**src/rtl/slmp_pkg.sv**
```systemverilog
// Shared types and constants for the SLMP 3E binary response deframer.
// No dependencies; imported by every module of the block.
`default_nettype none

package slmp_pkg;

    // Frame layout, counted from the D0 byte of the header
    localparam int LENGTH_OFFSET = 7;
    localparam int OFF_W         = 4;
    localparam int WIN_BYTES     = 5;
    localparam int FILL_W        = 3;
    localparam int LEN_W         = 16;
    localparam int QUEUE_DEPTH   = 4;

    localparam logic [OFF_W-1:0] OFF_HIT    = OFF_W'(6);
    localparam logic [OFF_W-1:0] OFF_LEN_LO = OFF_W'(LENGTH_OFFSET);
    localparam logic [OFF_W-1:0] OFF_LEN_HI = OFF_W'(LENGTH_OFFSET + 1);
    localparam logic [OFF_W-1:0] OFF_END_LO = OFF_W'(LENGTH_OFFSET + 2);
    localparam logic [OFF_W-1:0] OFF_END_HI = OFF_W'(LENGTH_OFFSET + 3);

    localparam logic [7:0] HDR_SUB_HI = 8'hD0;
    localparam logic [7:0] HDR_SUB_LO = 8'h00;
    localparam logic [7:0] HDR_NET    = 8'hFF;
    localparam logic [7:0] HDR_PLC    = 8'h03;

    typedef enum logic [1:0] {
        PH_SEARCH = 2'd0,
        PH_HEADER = 2'd1,
        PH_DATA   = 2'd2,
        PH_DRAIN  = 2'd3
    } phase_t;

    typedef enum logic [1:0] {
        ST_OK       = 2'd0,
        ST_NO_FRAME = 2'd1,
        ST_ABNORMAL = 2'd2,
        ST_TRUNC    = 2'd3
    } status_t;

    typedef struct packed {
        logic [7:0] data_byte;
        logic       is_data;
        status_t    status;
        logic       last;
    } result_t;

endpackage

`default_nettype wire

```
**src/rtl/slmp_front.sv**
```systemverilog
// Front end: header search, header field capture and data byte counting.
// Produces at most one result per accepted byte. Uses slmp_pkg.
`default_nettype none

module slmp_front (
    input  wire logic             aclk,
    input  wire logic             aresetn,
    input  wire logic             in_accept,
    input  wire logic [7:0]       in_byte,
    input  wire logic             in_last,
    output logic                  res_valid,
    output slmp_pkg::result_t     res
);
    import slmp_pkg::*;

    phase_t                 phase_reg, phase_next;
    logic [8*WIN_BYTES-1:0] window_reg, window_next;
    logic [FILL_W-1:0]      fill_reg, fill_next;
    logic [OFF_W-1:0]       offset_reg, offset_next;
    logic [LEN_W-1:0]       length_reg, length_next;
    logic [7:0]             end_low_reg, end_low_next;

    logic hit;
    logic abnormal;
    logic len_le2;
    logic data_final;

    assign hit = (fill_reg >= FILL_W'(WIN_BYTES))
              && (window_reg[8*WIN_BYTES-1 -: 8] == HDR_SUB_HI)
              && (window_reg[8*WIN_BYTES-9 -: 8] == HDR_SUB_LO)
              && (window_reg[7:0] == HDR_NET)
              && (in_byte == HDR_PLC);
    assign abnormal   = (end_low_reg != 8'h00) || (in_byte != 8'h00);
    assign len_le2    = (length_reg <= LEN_W'(2));
    assign data_final = (length_reg <= LEN_W'(1));

    // next state
    always_comb begin
        phase_next   = phase_reg;
        window_next  = window_reg;
        fill_next    = fill_reg;
        offset_next  = offset_reg;
        length_next  = length_reg;
        end_low_next = end_low_reg;
        if (in_accept) begin
            unique case (phase_reg)
                PH_HEADER: begin
                    offset_next = offset_reg + OFF_W'(1);
                    if (offset_reg == OFF_LEN_LO) begin
                        length_next = {8'h00, in_byte};
                    end else if (offset_reg == OFF_LEN_HI) begin
                        length_next = {in_byte, length_reg[7:0]};
                    end else if (offset_reg == OFF_END_LO) begin
                        end_low_next = in_byte;
                    end else if (offset_reg == OFF_END_HI) begin
                        if (abnormal || len_le2) begin
                            phase_next = PH_DRAIN;
                        end else begin
                            length_next = length_reg - LEN_W'(2);
                            phase_next  = PH_DATA;
                        end
                    end
                end
                PH_DATA: begin
                    if (data_final) begin
                        length_next = '0;
                        phase_next  = PH_DRAIN;
                    end else begin
                        length_next = length_reg - LEN_W'(1);
                    end
                end
                PH_DRAIN: begin
                end
                PH_SEARCH: begin
                    window_next = {window_reg[8*WIN_BYTES-9:0], in_byte};
                    if (fill_reg < FILL_W'(WIN_BYTES)) begin
                        fill_next = fill_reg + FILL_W'(1);
                    end
                    if (hit) begin
                        phase_next   = PH_HEADER;
                        offset_next  = OFF_HIT;
                        length_next  = '0;
                        end_low_next = '0;
                    end
                end
                default: begin
                end
            endcase
            // chunk end always restarts the search
            if (in_last) begin
                phase_next   = PH_SEARCH;
                window_next  = '0;
                fill_next    = '0;
                offset_next  = '0;
                length_next  = '0;
                end_low_next = '0;
            end
        end
    end

    // result
    always_comb begin
        res_valid     = 1'b0;
        res.data_byte = 8'h00;
        res.is_data   = 1'b0;
        res.status    = ST_OK;
        res.last      = 1'b1;
        if (in_accept) begin
            unique case (phase_reg)
                PH_HEADER: begin
                    if ((offset_reg == OFF_END_HI) && abnormal) begin
                        res_valid  = 1'b1;
                        res.status = ST_ABNORMAL;
                    end else if ((offset_reg == OFF_END_HI) && len_le2) begin
                        res_valid   = 1'b1;
                        res.is_data = 1'b1;
                    end else if (in_last) begin
                        res_valid  = 1'b1;
                        res.status = ST_TRUNC;
                    end
                end
                PH_DATA: begin
                    res_valid     = 1'b1;
                    res.data_byte = in_byte;
                    res.is_data   = 1'b1;
                    if (!data_final) begin
                        res.status = in_last ? ST_TRUNC : ST_OK;
                        res.last   = in_last;
                    end
                end
                PH_DRAIN: begin
                end
                PH_SEARCH: begin
                    res_valid  = in_last;
                    res.status = hit ? ST_TRUNC : ST_NO_FRAME;
                end
                default: begin
                end
            endcase
        end
    end

    always_ff @(posedge aclk) begin
        if (!aresetn) begin
            phase_reg   <= PH_SEARCH;
            window_reg  <= '0;
            fill_reg    <= '0;
            offset_reg  <= '0;
            length_reg  <= '0;
            end_low_reg <= '0;
        end else begin
            phase_reg   <= phase_next;
            window_reg  <= window_next;
            fill_reg    <= fill_next;
            offset_reg  <= offset_next;
            length_reg  <= length_next;
            end_low_reg <= end_low_next;
        end
    end

    a_chunk_end_restarts: assert property (@(posedge aclk) disable iff (!aresetn)
        in_accept && in_last |=> phase_reg == PH_SEARCH && fill_reg == '0)
        else $error("chunk end did not restart the search");

    a_chunk_end_answers: assert property (@(posedge aclk) disable iff (!aresetn)
        in_accept && in_last && phase_reg != PH_DRAIN |-> res_valid && res.last)
        else $error("chunk end without a final result");

    a_drain_silent: assert property (@(posedge aclk) disable iff (!aresetn)
        phase_reg == PH_DRAIN |-> !res_valid)
        else $error("result produced after the frame was answered");

    a_header_offset: assert property (@(posedge aclk) disable iff (!aresetn)
        phase_reg == PH_HEADER |-> offset_reg >= OFF_HIT && offset_reg <= OFF_END_HI)
        else $error("header offset out of range");

endmodule

`default_nettype wire

```
**src/rtl/slmp_queue.sv**
```systemverilog
// Short result queue between the front end and the output stage.
// Register array with read and write pointers. Uses slmp_pkg.
`default_nettype none

module slmp_queue #(
    parameter int DEPTH = slmp_pkg::QUEUE_DEPTH
) (
    input  wire logic             aclk,
    input  wire logic             aresetn,
    input  wire logic             push,
    input  wire slmp_pkg::result_t push_data,
    input  wire logic             pop,
    output logic                  full,
    output logic                  head_valid,
    output slmp_pkg::result_t     head_data
);
    import slmp_pkg::*;

    localparam int PTR_W = (DEPTH > 1) ? $clog2(DEPTH) : 1;
    localparam int CNT_W = $clog2(DEPTH + 1);

    result_t            mem_reg [DEPTH];
    logic [PTR_W-1:0]   wr_ptr_reg, wr_ptr_next;
    logic [PTR_W-1:0]   rd_ptr_reg, rd_ptr_next;
    logic [CNT_W-1:0]   count_reg, count_next;
    logic               do_push;
    logic               do_pop;

    assign full       = (count_reg == CNT_W'(DEPTH));
    assign head_valid = (count_reg != '0);
    assign head_data  = mem_reg[rd_ptr_reg];
    assign do_push    = push && !full;
    assign do_pop     = pop && head_valid;

    always_comb begin
        wr_ptr_next = wr_ptr_reg;
        rd_ptr_next = rd_ptr_reg;
        if (do_push) begin
            wr_ptr_next = (wr_ptr_reg == PTR_W'(DEPTH - 1)) ? '0 : wr_ptr_reg + PTR_W'(1);
        end
        if (do_pop) begin
            rd_ptr_next = (rd_ptr_reg == PTR_W'(DEPTH - 1)) ? '0 : rd_ptr_reg + PTR_W'(1);
        end
        count_next = count_reg + CNT_W'(do_push) - CNT_W'(do_pop);
    end

    always_ff @(posedge aclk) begin
        if (do_push) begin
            mem_reg[wr_ptr_reg] <= push_data;
        end
    end

    always_ff @(posedge aclk) begin
        if (!aresetn) begin
            wr_ptr_reg <= '0;
            rd_ptr_reg <= '0;
            count_reg  <= '0;
        end else begin
            wr_ptr_reg <= wr_ptr_next;
            rd_ptr_reg <= rd_ptr_next;
            count_reg  <= count_next;
        end
    end

    a_no_push_when_full: assert property (@(posedge aclk) disable iff (!aresetn)
        full |-> !push)
        else $error("push into a full queue");

    a_count_bound: assert property (@(posedge aclk) disable iff (!aresetn)
        count_reg <= CNT_W'(DEPTH))
        else $error("queue count exceeds depth");

endmodule

`default_nettype wire

```
**src/rtl/slmp_back.sv**
```systemverilog
// Output stage: registers the queue head onto the result stream.
// Loads whenever the register is empty or being drained. Uses slmp_pkg.
`default_nettype none

module slmp_back (
    input  wire logic             aclk,
    input  wire logic             aresetn,
    input  wire logic             head_valid,
    input  wire slmp_pkg::result_t head_data,
    output logic                  pop,
    output logic                  m_tvalid,
    input  wire logic             m_tready,
    output logic [7:0]            m_tdata,  // data_byte
    output logic [2:0]            m_tuser,  // [0] is_data, [2:1] status
    output logic                  m_tlast
);
    import slmp_pkg::*;

    logic    valid_reg, valid_next;
    result_t out_reg, out_next;

    assign pop = head_valid && (!valid_reg || m_tready);

    always_comb begin
        valid_next = valid_reg;
        out_next   = out_reg;
        if (pop) begin
            valid_next = 1'b1;
            out_next   = head_data;
        end else if (m_tready) begin
            valid_next = 1'b0;
        end
    end

    always_ff @(posedge aclk) begin
        if (!aresetn) begin
            valid_reg <= 1'b0;
        end else begin
            valid_reg <= valid_next;
        end
    end

    // payload holds its value until the next load
    always_ff @(posedge aclk) begin
        out_reg <= out_next;
    end

    assign m_tvalid = valid_reg;
    assign m_tdata  = out_reg.data_byte;
    assign m_tuser  = {out_reg.status, out_reg.is_data};
    assign m_tlast  = out_reg.last;

endmodule

`default_nettype wire

```
**src/rtl/slmp_response_deframer.sv**
```systemverilog
// Top level of the SLMP 3E binary response deframer.
// Instantiates slmp_front, slmp_queue and slmp_back; uses slmp_pkg.
//
//  Channel  Dir  tdata          tuser                   tlast
//  s_       in   rx_byte[7:0]   -                       chunk_last
//  m_       out  data_byte[7:0] [0] is_data [2:1] status last
//
// One byte is accepted per cycle while the result queue has room; a byte's
// result, if any, is written into the queue and then loaded into the output
// register before it shows on m_tvalid.
// The front end updates its state once per accepted byte.
// s_tready drops only when QUEUE_DEPTH results wait behind a stalled m_ side.
// Synchronous active-low reset empties the queue and restarts the search.
`default_nettype none

module slmp_response_deframer #(
    parameter int QUEUE_DEPTH = slmp_pkg::QUEUE_DEPTH
) (
    input  wire logic        aclk,
    input  wire logic        aresetn,
    input  wire logic        s_tvalid,
    output logic             s_tready,
    input  wire logic [7:0]  s_tdata,   // rx_byte
    input  wire logic        s_tlast,
    output logic             m_tvalid,
    input  wire logic        m_tready,
    output logic [7:0]       m_tdata,   // data_byte
    output logic [2:0]       m_tuser,   // [0] is_data, [2:1] status
    output logic             m_tlast
);
    import slmp_pkg::*;

    logic    in_accept;
    logic    res_valid;
    result_t res;
    logic    q_full;
    logic    head_valid;
    result_t head_data;
    logic    pop;

    assign s_tready  = !q_full;
    assign in_accept = s_tvalid && s_tready;

    slmp_front u_front (
        .aclk      (aclk),
        .aresetn   (aresetn),
        .in_accept (in_accept),
        .in_byte   (s_tdata),
        .in_last   (s_tlast),
        .res_valid (res_valid),
        .res       (res)
    );

    slmp_queue #(
        .DEPTH (QUEUE_DEPTH)
    ) u_queue (
        .aclk       (aclk),
        .aresetn    (aresetn),
        .push       (res_valid),
        .push_data  (res),
        .pop        (pop),
        .full       (q_full),
        .head_valid (head_valid),
        .head_data  (head_data)
    );

    slmp_back u_back (
        .aclk       (aclk),
        .aresetn    (aresetn),
        .head_valid (head_valid),
        .head_data  (head_data),
        .pop        (pop),
        .m_tvalid   (m_tvalid),
        .m_tready   (m_tready),
        .m_tdata    (m_tdata),
        .m_tuser    (m_tuser),
        .m_tlast    (m_tlast)
    );

endmodule

`default_nettype wire

```
**config.mk**
```make
export PLATFORM = sky130hd
export DESIGN_NAME = slmp_response_deframer
export DESIGN_NICKNAME = d
export VERILOG_FILES = /design/src/rtl/slmp_pkg.sv /design/src/rtl/slmp_front.sv /design/src/rtl/slmp_queue.sv /design/src/rtl/slmp_back.sv /design/src/rtl/slmp_response_deframer.sv
export SDC_FILE = /design/constraint.sdc
export NUM_CORES = 1
export LEC_CHECK = 0
export ABC_AREA = 1
export BUFFER_PORTS_ARGS = -buffer_cell sky130_fd_sc_hd__buf_4
export CORE_AREA = 2 2 138 140
export CTS_BUF_LIST = sky130_fd_sc_hd__clkbuf_8
export DETAILED_ROUTE_END_ITERATION = 10
export DIE_AREA = 0 0 140 142
export GPL_ROUTABILITY_DRIVEN = 1
export SYNTH_ARGS = -nofsm -noshare
export SYNTH_HDL_FRONTEND = slang
export SYNTH_HIERARCHICAL = 1
export SYNTH_SLANG_ARGS = --single-unit
```
**constraint.sdc**
```tcl
create_clock -name aclk -period 4.15 [get_ports aclk]
set_input_delay 0.415 -clock aclk [delete_from_list [all_inputs] [get_ports aclk]]
set_output_delay 0.415 -clock aclk [all_outputs]
set_load 0.05 [all_outputs]
```
; Word-level counts from Yosys, hierarchy flattened
; Memories as Yosys holds them, arrays and structs flattened. A register that Yosys moved wholly into a read port is not among the register bits.
; Index checks and enable logic that the tools add are counted.
[totals]
reg_bits = 81
ramBits = 48
n_memories = 1
[op_classes]
addsub = 8
order_cmp = 4
eq_ne = 26
n_mux = 55
n_reduce_logical = 32
[memory_table]
columns = memory, depth, width, rd, rd_clocked_by_memory_dff, write_ports, line_no
row1 = u_queue.mem_reg, 4, 12, 1, 1, 1, slmp_queue.sv:22  ; result_t mem_reg [DEPTH];
[ops]
columns = cell, count
row1 = $mux W16, 8
row2 = $mux W40, 2
row3 = $mux W8, 6
row4 = $pmux W16 S3, 1
row5 = $mux W2, 13
row6 = $eq A8 B8 Y1 const B, 2
row7 = $le A16 B1 Y1 const B, 1
row8 = $le A16 B2 Y1 const B, 1
row9 = $pmux W8 S2, 1
row10 = $reduce_bool A8 Y1, 2
row11 = $sub A16 B1 Y16 const B, 1
row12 = $sub A16 B2 Y16 const B, 1
row13 = $eq A4 B4 Y1 const B, 3
row14 = $mux W1, 12
row15 = $mux W12, 1
row16 = $mux W3, 4
row17 = $ne A3 B2 Y1 const B, 4
row18 = $ne A4 B3 Y1 const B, 3
row19 = $pmux W2 S3, 2
row20 = $reduce_and A6 Y1, 2
row21 = $logic_and A1 B1 Y1, 10
row22 = $ne A5 B3 Y1 const B, 2
row23 = $ne A3 B3 Y1 const B, 3
row24 = $eq A8 B2 Y1 const B, 1
row25 = other kinds (28), 39

; Depth between registers and ports, before layout
; Gate-level depths: netlist of run 1.
[depth]
word_depth = 10
ltp_mapped = 18
ltp_nobuf = 17

; Hierarchy
; Netlist of run 1, hierarchy kept.
[by_module_without_submodules]
columns = module, n_inst, cells_per_inst, area_each_um2, seq_area_each_um2
row1 = slmp_front, 1, 716, 4558.1, 1461.4
row2 = slmp_queue, 1, 181, 2287.2, 1621.6
row3 = slmp_back, 1, 19, 411.6, 380.4
row4 = slmp_response_deframer, 1, 3, 13.8, 0.0

; Worst setup path before layout of run 1
; Ideal clock, no wire load.
[synth_timing]
path_kind = register to register
startpoint = reg u_queue.count_reg[1]
endpoint = reg u_queue.count_reg[2]
t_arrival_ns = 2.747
required_ns = 4.037
path_slack_ns = 1.290
path_stages_with_launch = 19
n_path_buf = 2
synth_period_minus_slack_ns = 2.860
cell_sequence = dfxtp_1 > nor2_4 > nand2_2 > inv_1 > nor2_2 > buf_2 > inv_1 > clkbuf_1 > or2_2 > a21oi_1 > nand2_4 > ha_1 > inv_1 > ha_1 > fa_1 > inv_1 > nand2_1 > nand2_1 > nor2_1
[synth_between]
elab_chain_cells = 7
[synth_rtl]
columns = element, line_no
row1 = "start, declared", slmp_queue.sv:25  ; logic [CNT_W-1:0] count_reg, count_next;
row2 = "start signal, assigned", slmp_queue.sv:61  ; count_reg <= count_next;
row3 = $eq A3 B3 Y1, slmp_queue.sv:29  ; assign full = (count_reg == CNT_W'(DEPTH));
row4 = via q_full, slmp_response_deframer.sv:36  ; logic q_full;
row5 = $logic_not A1 Y1, slmp_response_deframer.sv:41  ; assign s_tready = !q_full;
row6 = $logic_and A1 B1 Y1, slmp_response_deframer.sv:42  ; assign in_accept = s_tvalid && s_tready;
row7 = via in_accept, slmp_response_deframer.sv:33  ; logic in_accept;
row8 = $mux W1, slmp_front.sv:108  ; if (in_accept) begin
row9 = via res_valid, slmp_response_deframer.sv:34  ; logic res_valid;
row10 = $logic_and A1 B1 Y1, slmp_queue.sv:32  ; assign do_push = push && !full;
row11 = $add A3 B1 Y3, slmp_queue.sv:44  ; count_next = count_reg + CNT_W'(do_push) - CNT_W'(do_pop);
row12 = $sub A3 B1 Y3, slmp_queue.sv:44
; The timed path passes the listed nets, and every way through them passes these cells.
; A chain may end at the register's enable or synchronous reset.

; Worst setup path after layout of run 1
; Ends and elaborated chain as after synthesis.

==> results.ini, run 1 <==
[yosys]
ys_types=46
synth_fp_nets=955
synth_edf_count=60
syn_avg_cell_area_sq_um=7.91
yosysSeqAreaShare_pct=47.6
synth_cells=919
synth_seq_cells=143
synthFlopType=dfxtp_1
syn_area_sq_um=7270
synthArstFlopShare_pct=0
yosysWarnings=6

[timing]
max_freq_mhz=314
finClkSkew_ps=15.9
fin_crit_sh_pct=76.6
worst_slew_pin_slew_ps=955
max_slew_margin_pct=36.1
rsz0062_at_grt=no
fin_crit_ps=3180
setup_viol=0
drv_slew=0
finalSetupTns_ps=0
hold_violations=0

[clock_tree]
root_buffer=clkbuf_8
numCtsBuffers=17
cts_tree=yes
h-tree-depth=4
hold_buffers=0
cts_sinks=143
post_cts_resize_count=0
postCtsSetupRepairBufs=0
path_clk_slew_ps=80
clock_path_buffers=2
insertion_delay_ps=440

[setup_path]
cp-start-kind=register
required_ps=4480
crit_type=reg2reg
critPathCaptureType=register
regToRegSetupSlack_ps=970
crit_path_start=u_queue/count_reg[1]$_SDFF_PN0_
crit_fanout=11
crit-reg2reg-launch=u_queue/count_reg[1]$_SDFF_PN0_
critPathArrivalTime_ps=3510

[cells_and_area]
nNetsFinal=977
syn_to_final_growth_pct=10.3
largest_register_ffs=48
final_core_util_pct=43.4
drive_above_1_share_pct=13.2
antenna_cells=0

[status]
violations=design-rule violations
status=finished, violations left

[global_route]
grt-ovfl-total=0
grt_pass1_wl_mm=27.4
grt_use_met1_pct=24.4
use_met2_pct=27.0
grt_pass1_vias=5384
grt.busiest_layer=met2
track_usage_pct=17.2
met3_usage_pct=3.84
antenna_found_initial=0
grt_max_degree=47

[route]
drc=4
first_iter_violations=489
first_pass_iters=8
routed_wl_mm=16.5
viasPerCell=4.98
drtAntennaViolNets=0
wl_per_cell_um=13.9
num_vias=5914

[power_and_ir_drop]
peakVddDrop_uv=228
power_density_nw_per_um2=629
p_leak_nw=3.18

[floorplan]
start_util_pct=39.4
dieArea_sq_um=19900
rows=50
io_pins=27
coreArea_sq_um=18500
die_h_um=142
die_x_um=140

[place]
port_buffers=26
place.gp.congestion=0.891
dp_hpwl_mm=11.5

[worst_hold_path]
hp-start=m_tready
worstHoldPathType=in2reg

[job]
maxCapViolations=0

synthesized netlist by cell type (3+ instances only):
master	n	area share, %
nor2_2	18	1.5
o21ai_1	31	2.1
nor2_4	6	0.93
nand2_2	6	0.52
o22ai_1	16	1.4
inv_2	15	0.77
nand2_4	3	0.46
nand3_1	31	2.1
nand2_1	216	11
xor2_1	16	1.9
inv_1	76	3.9
buf_6	3	0.46
nand4_1	6	0.52
clkbuf_1	15	0.77
nor2_1	127	6.6
nor3_1	11	0.76
edfxtp_1	60	25
dfxtp_1	83	23
o21ai_0	45	3.1
a21oi_1	72	5.0
buf_2	10	0.69
ha_1	22	3.8
cells in the final DEF (no fill, tap or decap), drive strengths merged, types with 2 or more instances in the layout:
master  instances
nand2         225
nor2          152
inv            98
dfxtp          83
o21ai          77
a21oi          73
edfxtp         60
buf            36
nand3          34
ha             22
clkbuf         17
xor2           16
o22ai          16
nor3           11
clkinv         10
nand4           6
a31oi           3
nand3b          2
o211ai          2
nor4            2
or2             2
critical path, cell delays in order, from the launching register on:
cell and delay (ps):
dfxtp_1 410, nor2_4 70, nand2_2 90, inv_1 60
nor2_2 320, inv_1 260, or2_2 350, a21oi_1 250
nand2_4 120, ha_1 280, inv_1 40, ha_1 200
fa_1 390, inv_1 80, nand2_1 50, nand2_1 60
nor2_1 40
worst paths after layout:
path / endpoint / cells after the start
setup / recovery: u_queue/count_reg[2]$_SDFF_PN0_ / 16
hold / removal: u_back/m_tvalid$_SDFFE_PN0P_ / 4
setup reg to reg: u_queue/count_reg[2]$_SDFF_PN0_ / 16
hold reg to reg: u_front/window_reg[24]$_SDFFE_PN0P_ / 2
report_power, final:
group | internal [mW] | switching, mW | total (mW) | leakage [nW]
combinational | 0.683 | 1.46 | 2.14 | 1.78
sequential | 1.75 | 0.160 | 1.91 | 1.21
clock | 0.470 | 0.529 | 0.999 | 0.198
total | 2.90 | 2.15 | 5.04 | 3.18
stage by stage:
step                      hold WS (ps)  setup WS [ps]  area [sq um]  power, mW  cells
final                              218            969          8020       5.04   1188
after global placement             447           1020          7660       4.05   1156
after global routing               198            710          8020       5.45   1188
after floorplan                    440           1290          7270       3.59    919
after CTS                          191            936          8020       5.08   1188
after detailed placement           453            950          7660       4.07   1156
metal layers:
metal,vias up,wire [um]
li1,3039,-
met1,2734,8080
met2,135,7530
met3,6,789
met4,0,71
met5,-,0
final cells by class:
cell class                      instances  area, sq um
Tap cell                              234          293
Sequential cell                       143         3460
Clock buffer                           17          234
Clock inverter                         15          123
Multi-Input combinational cell        649         3270
Fill cell                            1867        10400
Inverter                               94          359
Timing Repair Buffer                   36          270
logic make-up (layout without fill, tap and decap cells):
group	after synthesis	count (layout)	share of synthesized area (%)
and+or+nand+nor	434	434	25.9
AOI/OAI and AO/OA	175	175	12.9
DFF	143	143	47.6
buffers and inverters	127	162	7.40
adders and majority gates	23	23	4.06
xor gates and xnor gates	17	17	2.05
Power figures use the tool's default switching activity.
==> inputs of run 2 (changes only) <==
Settings changed: ABC_AREA 1 to 0, CORE_AREA 2 2 138 140 to 2 2 135 137, DIE_AREA 0 0 140 142 to 0 0 137 139.
Clock period 4.15 ns to 3.3 ns, I/O delays scaled along.
==> results.ini, run 2 <==
[yosys]
syn_avg_cell_area_sq_um=10.4
yosysWarnings=6
synthArstFlopShare_pct=0
syn_area_sq_um=6930
synth_common_cells=83 x dfxtp_1, 72 x nor2_1, 60 x edfxtp_1
synth_cells=666
synth_top_area_share_pct=26.0
yosysMostFrequentCell=dfxtp_1
ys_types=80
synth.top_cells.by_area=edfxtp_1 26%, dfxtp_1 24%, a22oi_1 4.7%, ha_1 4.0%, nor2_1 3.9%
yosysSeqAreaShare_pct=50.0
synth_seq_cells=143
synth_edf_count=60
synthFlopType=dfxtp_1
synth_fp_nets=702
synth_top_cell_by_area=edfxtp_1

[setup_path]
critPathCaptureType=register
crit_fanout=2
crit_type=reg2reg
worst_path_most_repeated_cell=inv_1
path_cells=or4_1 > or4_4 > nand2_2 > a21boi_0 > o22ai_1 > a21oi_1 > nor2b_1 > inv_1 > ha_1 > inv_1 > ha_2 > fa_2 > and2_1
critPathArrivalTime_ps=3500
cpMaxStageDelayCell=or4_4
slowest_delay_ps=550
required_ps=3650
cp-start-kind=register

[floorplan]
io_pins=27
start_util_pct=39.2
coreArea_sq_um=17700
die_h_um=139
die_x_um=137
dieArea_sq_um=19000
rows=49

[timing]
fin_crit_sh_pct=95.6
setup_viol=0
setup_ws_ps=147
worst_slew_pin_slew_ps=1090
drv_slew=0
timing.hold.ws_ps=181
fin_crit_ps=3150
hold_violations=0
max_freq_mhz=317
finClkSkew_ps=16.1
max_slew_margin_pct=26.6

[place]
dpl_worst_slack_ps=10.7
port_buffers=26
place.gp.congestion=0.912
dp_hpwl_mm=11.9
placed_area_sq_um=7560

[clock_tree]
numCtsBuffers=17
clock_path_buffers=2
root_buffer=clkbuf_8
hold_buffers=0
path_clk_slew_ps=80
insertion_delay_ps=450
cts_tree=yes
h-tree-depth=4
cts_sinks=143

[global_route]
grt_pass1_wl_mm=27.7
antenna_found_initial=0
grt-ovfl-total=0
grt_max_degree=55
grt_pass1_vias=5354
track_usage_pct=18.7

[route]
routed_wl_mm=17.3
drtAntennaViolNets=0
first_pass_iters=5
wl_per_cell_um=18.2
viasPerCell=5.81
num_vias=5523
drc=0
first_iter_violations=467

[worst_hold_path]
worstHoldPathType=in2reg

[power_and_ir_drop]
peakVddDrop_uv=378
power_density_nw_per_um2=612
total_power_mw=4.86
p_leak_nw=3.02

[cells_and_area]
syn_to_final_growth_pct=14.5
final_core_util_pct=44.9
antenna_cells=0
largest_register_ffs=48
register_area_sq_um=3460
multi_input_area_sq_um=3230
final_area_sq_um=7930
layout_commonest_cell=dfxtp_1
final_cell_mix=82 x dfxtp_1, 72 x nor2_1, 67 x buf_4
nNetsFinal=746
drive_above_1_share_pct=20.4
fill_cells=1682

[job]
maxCapViolations=0

[status]
status=completed

-- run 2: final cells by class --
type                    count  share of cell area [%]
clock inverters            11                    1.03
repair buffers             67                    6.34
well taps                 229                    3.61
inverters                  23                    1.09
clock buffers              20                    3.47
multi-input cells         458                    40.8
flip-flops and latches    143                    43.7
-- run 2: routing by layer --
| layer | GRT usage [%] | part of all wire, % |
|---|---|---|
| met2 | 29.7 | 48 |
| met5 | 0 | 0 |
| met4 | 7.60 | 2.5 |
| met3 | 3.91 | 5.6 |
| met1 | 24.8 | 44 |
-- run 2: path summary, 6_finish.rpt --
kind / startpoint / end / slack [ps] / cells past startpoint
max: u_front/end_low_reg[4]$_SDFFE_PN0P_ / u_queue/count_reg[1]$_SDFF_PN0_ / 150 / 13
min: s_tdata[5] / u_front/end_low_reg[5]$_SDFFE_PN0P_ / 180 / 3
max reg2reg: u_front/end_low_reg[4]$_SDFFE_PN0P_ / u_queue/count_reg[1]$_SDFF_PN0_ / 150 / 13
min reg2reg: u_front/end_low_reg[5]$_SDFFE_PN0P_ / u_front/end_low_reg[5]$_SDFFE_PN0P_ / 460 / 2
-- run 2: logic make-up (layout without fill, tap and decap cells) --
logic type	after synthesis	in the layout	share of synthesized area (%)
AND/OR/NAND/NOR	244	244	18.3
AO/OA/AOI/OAI	150	150	15.8
flip-flops	143	143	50.0
buffers and inverters	65	121	3.81
multiplexers	26	26	5.92
adder cells (fa/ha/maj)	23	23	4.26
XOR/XNOR	15	15	1.90
-- run 2: timing repair --
action,CTS,global route
resized for setup,0,5
endpoints found under the setup margin,0,2
buffers inserted,0,0
-- run 2: stage by stage --
stage | setup TNS [ps] | instances
2_1_floorplan | 0 | 666
3_3_place_gp | 0 | 920
3_5_place_dp | 0 | 920
4_1_cts | 0 | 951
5_1_grt | -1.65 | 951
6_report | 0 | 951
-- run 2: worst max-delay path: cells and delay by family, from the launching register on --
kind	cells	cell delay [ps]
flip-flops	1	330
AO/OA/AOI/OAI	3	290
AND/OR/NAND/NOR	5	1470
buffers and inverters	2	120
adder cells (fa/ha/maj)	3	830
-- run 2: where the power goes --
group | internal [mW] | switching, mW
clock | 0.580 | 0.685
combinational | 0.534 | 0.886
sequential | 2.04 | 0.127
total | 3.16 | 1.70
==> inputs of run 3 (changes only) <==
Settings changed: ABC_AREA 0 to 1, CORE_AREA 2 2 135 137 to 2 2 138 140, DIE_AREA 0 0 137 139 to 0 0 140 142, RECOVER_POWER set to 50.
==> results.ini, run 3 (synthesis gave the netlist of run 1 again) <==
[timing]
fin_crit_ps=2860
fin_crit_sh_pct=86.8
finClkSkew_ps=22.9
finalSetupTns_ps=0
setup_viol=0
rsz0062_at_grt=no
hold_violations=0
drv_slew=0
max_slew_margin_pct=46.4
max_freq_mhz=349
worst_slew_pin_slew_ps=804

[cells_and_area]
largest_register_ffs=48
final_cell_mix=217 x nand2_1, 129 x nor2_1, 83 x dfxtp_1
antenna_cells=0
final_area_sq_um=8020
nNetsFinal=983
final_cell_count_no_fill=1194
syn_to_final_growth_pct=10.3
drive_above_1_share_pct=11.6
layout_commonest_cell=nand2_1

[global_route]
grt_max_degree=47
track_usage_pct=17.6
antenna_found_initial=0
grt_pass1_vias=5424
grt-ovfl-total=0
grt_pass1_wl_mm=27.6

[job]
maxCapViolations=0

[setup_path]
path_cells=nor2_1 > nand2_1 > nor2_1 > nand3_1 > nand3_1 > nand2_1 > a21oi_1 > nand2_4 > ha_1 > inv_1 > ha_1 > fa_1 > inv_1 > nand2_1 > nand2_1 > nor2_1
slowest_delay_ps=380
worst_path_most_repeated_cell=nand2_1
required_ps=3650
critPathArrivalTime_ps=3210
crit_fanout=9
rr_worst_depth=16
crit-reg2reg-launch=u_front/length_reg[5]$_SDFFE_PN0P_
cp-start-kind=register
worstReg2RegEnd=u_queue/count_reg[2]$_SDFF_PN0_
regToRegSetupSlack_ps=440
critPathCaptureType=register
crit_path_start=u_front/length_reg[5]$_SDFFE_PN0P_
cpMaxStageDelayCell=fa_1
crit_type=reg2reg

[place]
place_inst=1162
port_buffers=26
place.gp.congestion=0.894
placed_area_sq_um=7700
dp_hpwl_mm=11.7

[route]
routed_wl_mm=17.2
num_vias=6010
wl_per_cell_um=14.4
first_iter_violations=511
drtAntennaViolNets=0
first_pass_iters=8
viasPerCell=5.03
drc=4

[power_and_ir_drop]
peakVddDrop_uv=332
p_leak_nw=3.16
power_density_nw_per_um2=805

[floorplan]
dieArea_sq_um=19900
io_pins=27
die_h_um=142
start_util_pct=39.4
coreArea_sq_um=18500
die_x_um=140
rows=50

[status]
violations=design-rule violations
status=finished, violations left

[worst_hold_path]
hold-path-cell-count=4
worstHoldPathType=in2reg
whs_endpoint=u_back/m_tvalid$_SDFFE_PN0P_
hp-start=m_tready

[clock_tree]
insertion_delay_ps=460
cts_tree=yes
postCtsSetupRepairBufs=0
hold_buffers=0
path_clk_slew_ps=90
h-tree-depth=4
post_cts_resize_count=0
clock_path_buffers=2
root_buffer=clkbuf_8
numCtsBuffers=17
cts_sinks=143

-- run 3: cell count changes in the layout (fill, tap and decap cells not counted), moves of 17 or more --
| cell | before | now |
|---|---|---|
| nand2_1 | 47 | 217 |
| inv_1 | 22 | 79 |
| nor2_1 | 72 | 129 |
| a21oi_1 | 22 | 72 |
| buf_4 | 67 | 24 |
| a22oi_1 | 43 | 1 |
| o21ai_0 | 22 | 53 |
| o21ai_1 | 0 | 23 |
| clkbuf_1 | 0 | 17 |
| nor2_2 | 0 | 17 |
-- run 3: worst max path at each step --
stage | end | slack (ps) | depth (start not counted)
2_1_floorplan | u_queue/count_reg[2]$_SDFF_PN0_ | 440 | 18
3_3_place_gp | u_queue/count_reg[2]$_SDFF_PN0_ | 510 | 16
3_5_place_dp | u_queue/count_reg[2]$_SDFF_PN0_ | 460 | 16
4_1_cts | u_queue/count_reg[2]$_SDFF_PN0_ | 430 | 16
5_1_grt | u_queue/count_reg[2]$_SDFF_PN0_ | 190 | 17
6_report | u_queue/count_reg[2]$_SDFF_PN0_ | 440 | 16
-- run 3: where the power goes --
group	switching, mW	leakage [nW]	total, mW	internal [mW]
combinational	1.87	1.74	2.66	0.788
sequential	0.186	1.21	2.38	2.20
clock	0.701	0.209	1.41	0.713
total	2.76	3.16	6.45	3.70
-- run 3: final cells by class --
| type | count | area [sq um] |
|---|---|---|
| clock inverters | 13 | 134 |
| multi-input cells | 649 | 3260 |
| well taps | 234 | 293 |
| fillers | 1922 | 10400 |
| inverters | 94 | 359 |
| flip-flops and latches | 143 | 3460 |
| repair buffers | 42 | 249 |
| clock buffers | 19 | 262 |
-- run 3: worst max-delay path: cells and delay by family, from the launching register on --
kind	cells	cell delay, ps
simple gates	10	1160
fa+ha+maj	3	860
flops	1	350
compound gates	1	250
buf+inv	2	120
-- run 3: metal layers --
layer  share of wire [%]  vias to the layer above  GRT usage [%]
met4                 1.9                        0           7.28
met1                  47                     2784           24.0
met3                 5.0                       24           3.57
li1                    -                     3057              -
met5                   0                        -              0
met2                  46                      145           27.6
-- run 3: through the flow --
| step | setup WS, ps | hold WS, ps | utilization [%] | total power, mW |
|---|---|---|---|---|
| finish | 436 | 120 | 43.4 | 6.45 |
| global route | 186 | 110 | 43.4 | 6.92 |
| CTS | 431 | 87.8 | 43.9 | 6.60 |
| detailed placement | 464 | 452 | 41.7 | 5.18 |
| global placement | 513 | 446 | 41.7 | 5.17 |
| floorplan | 440 | 423 | - | 4.51 |
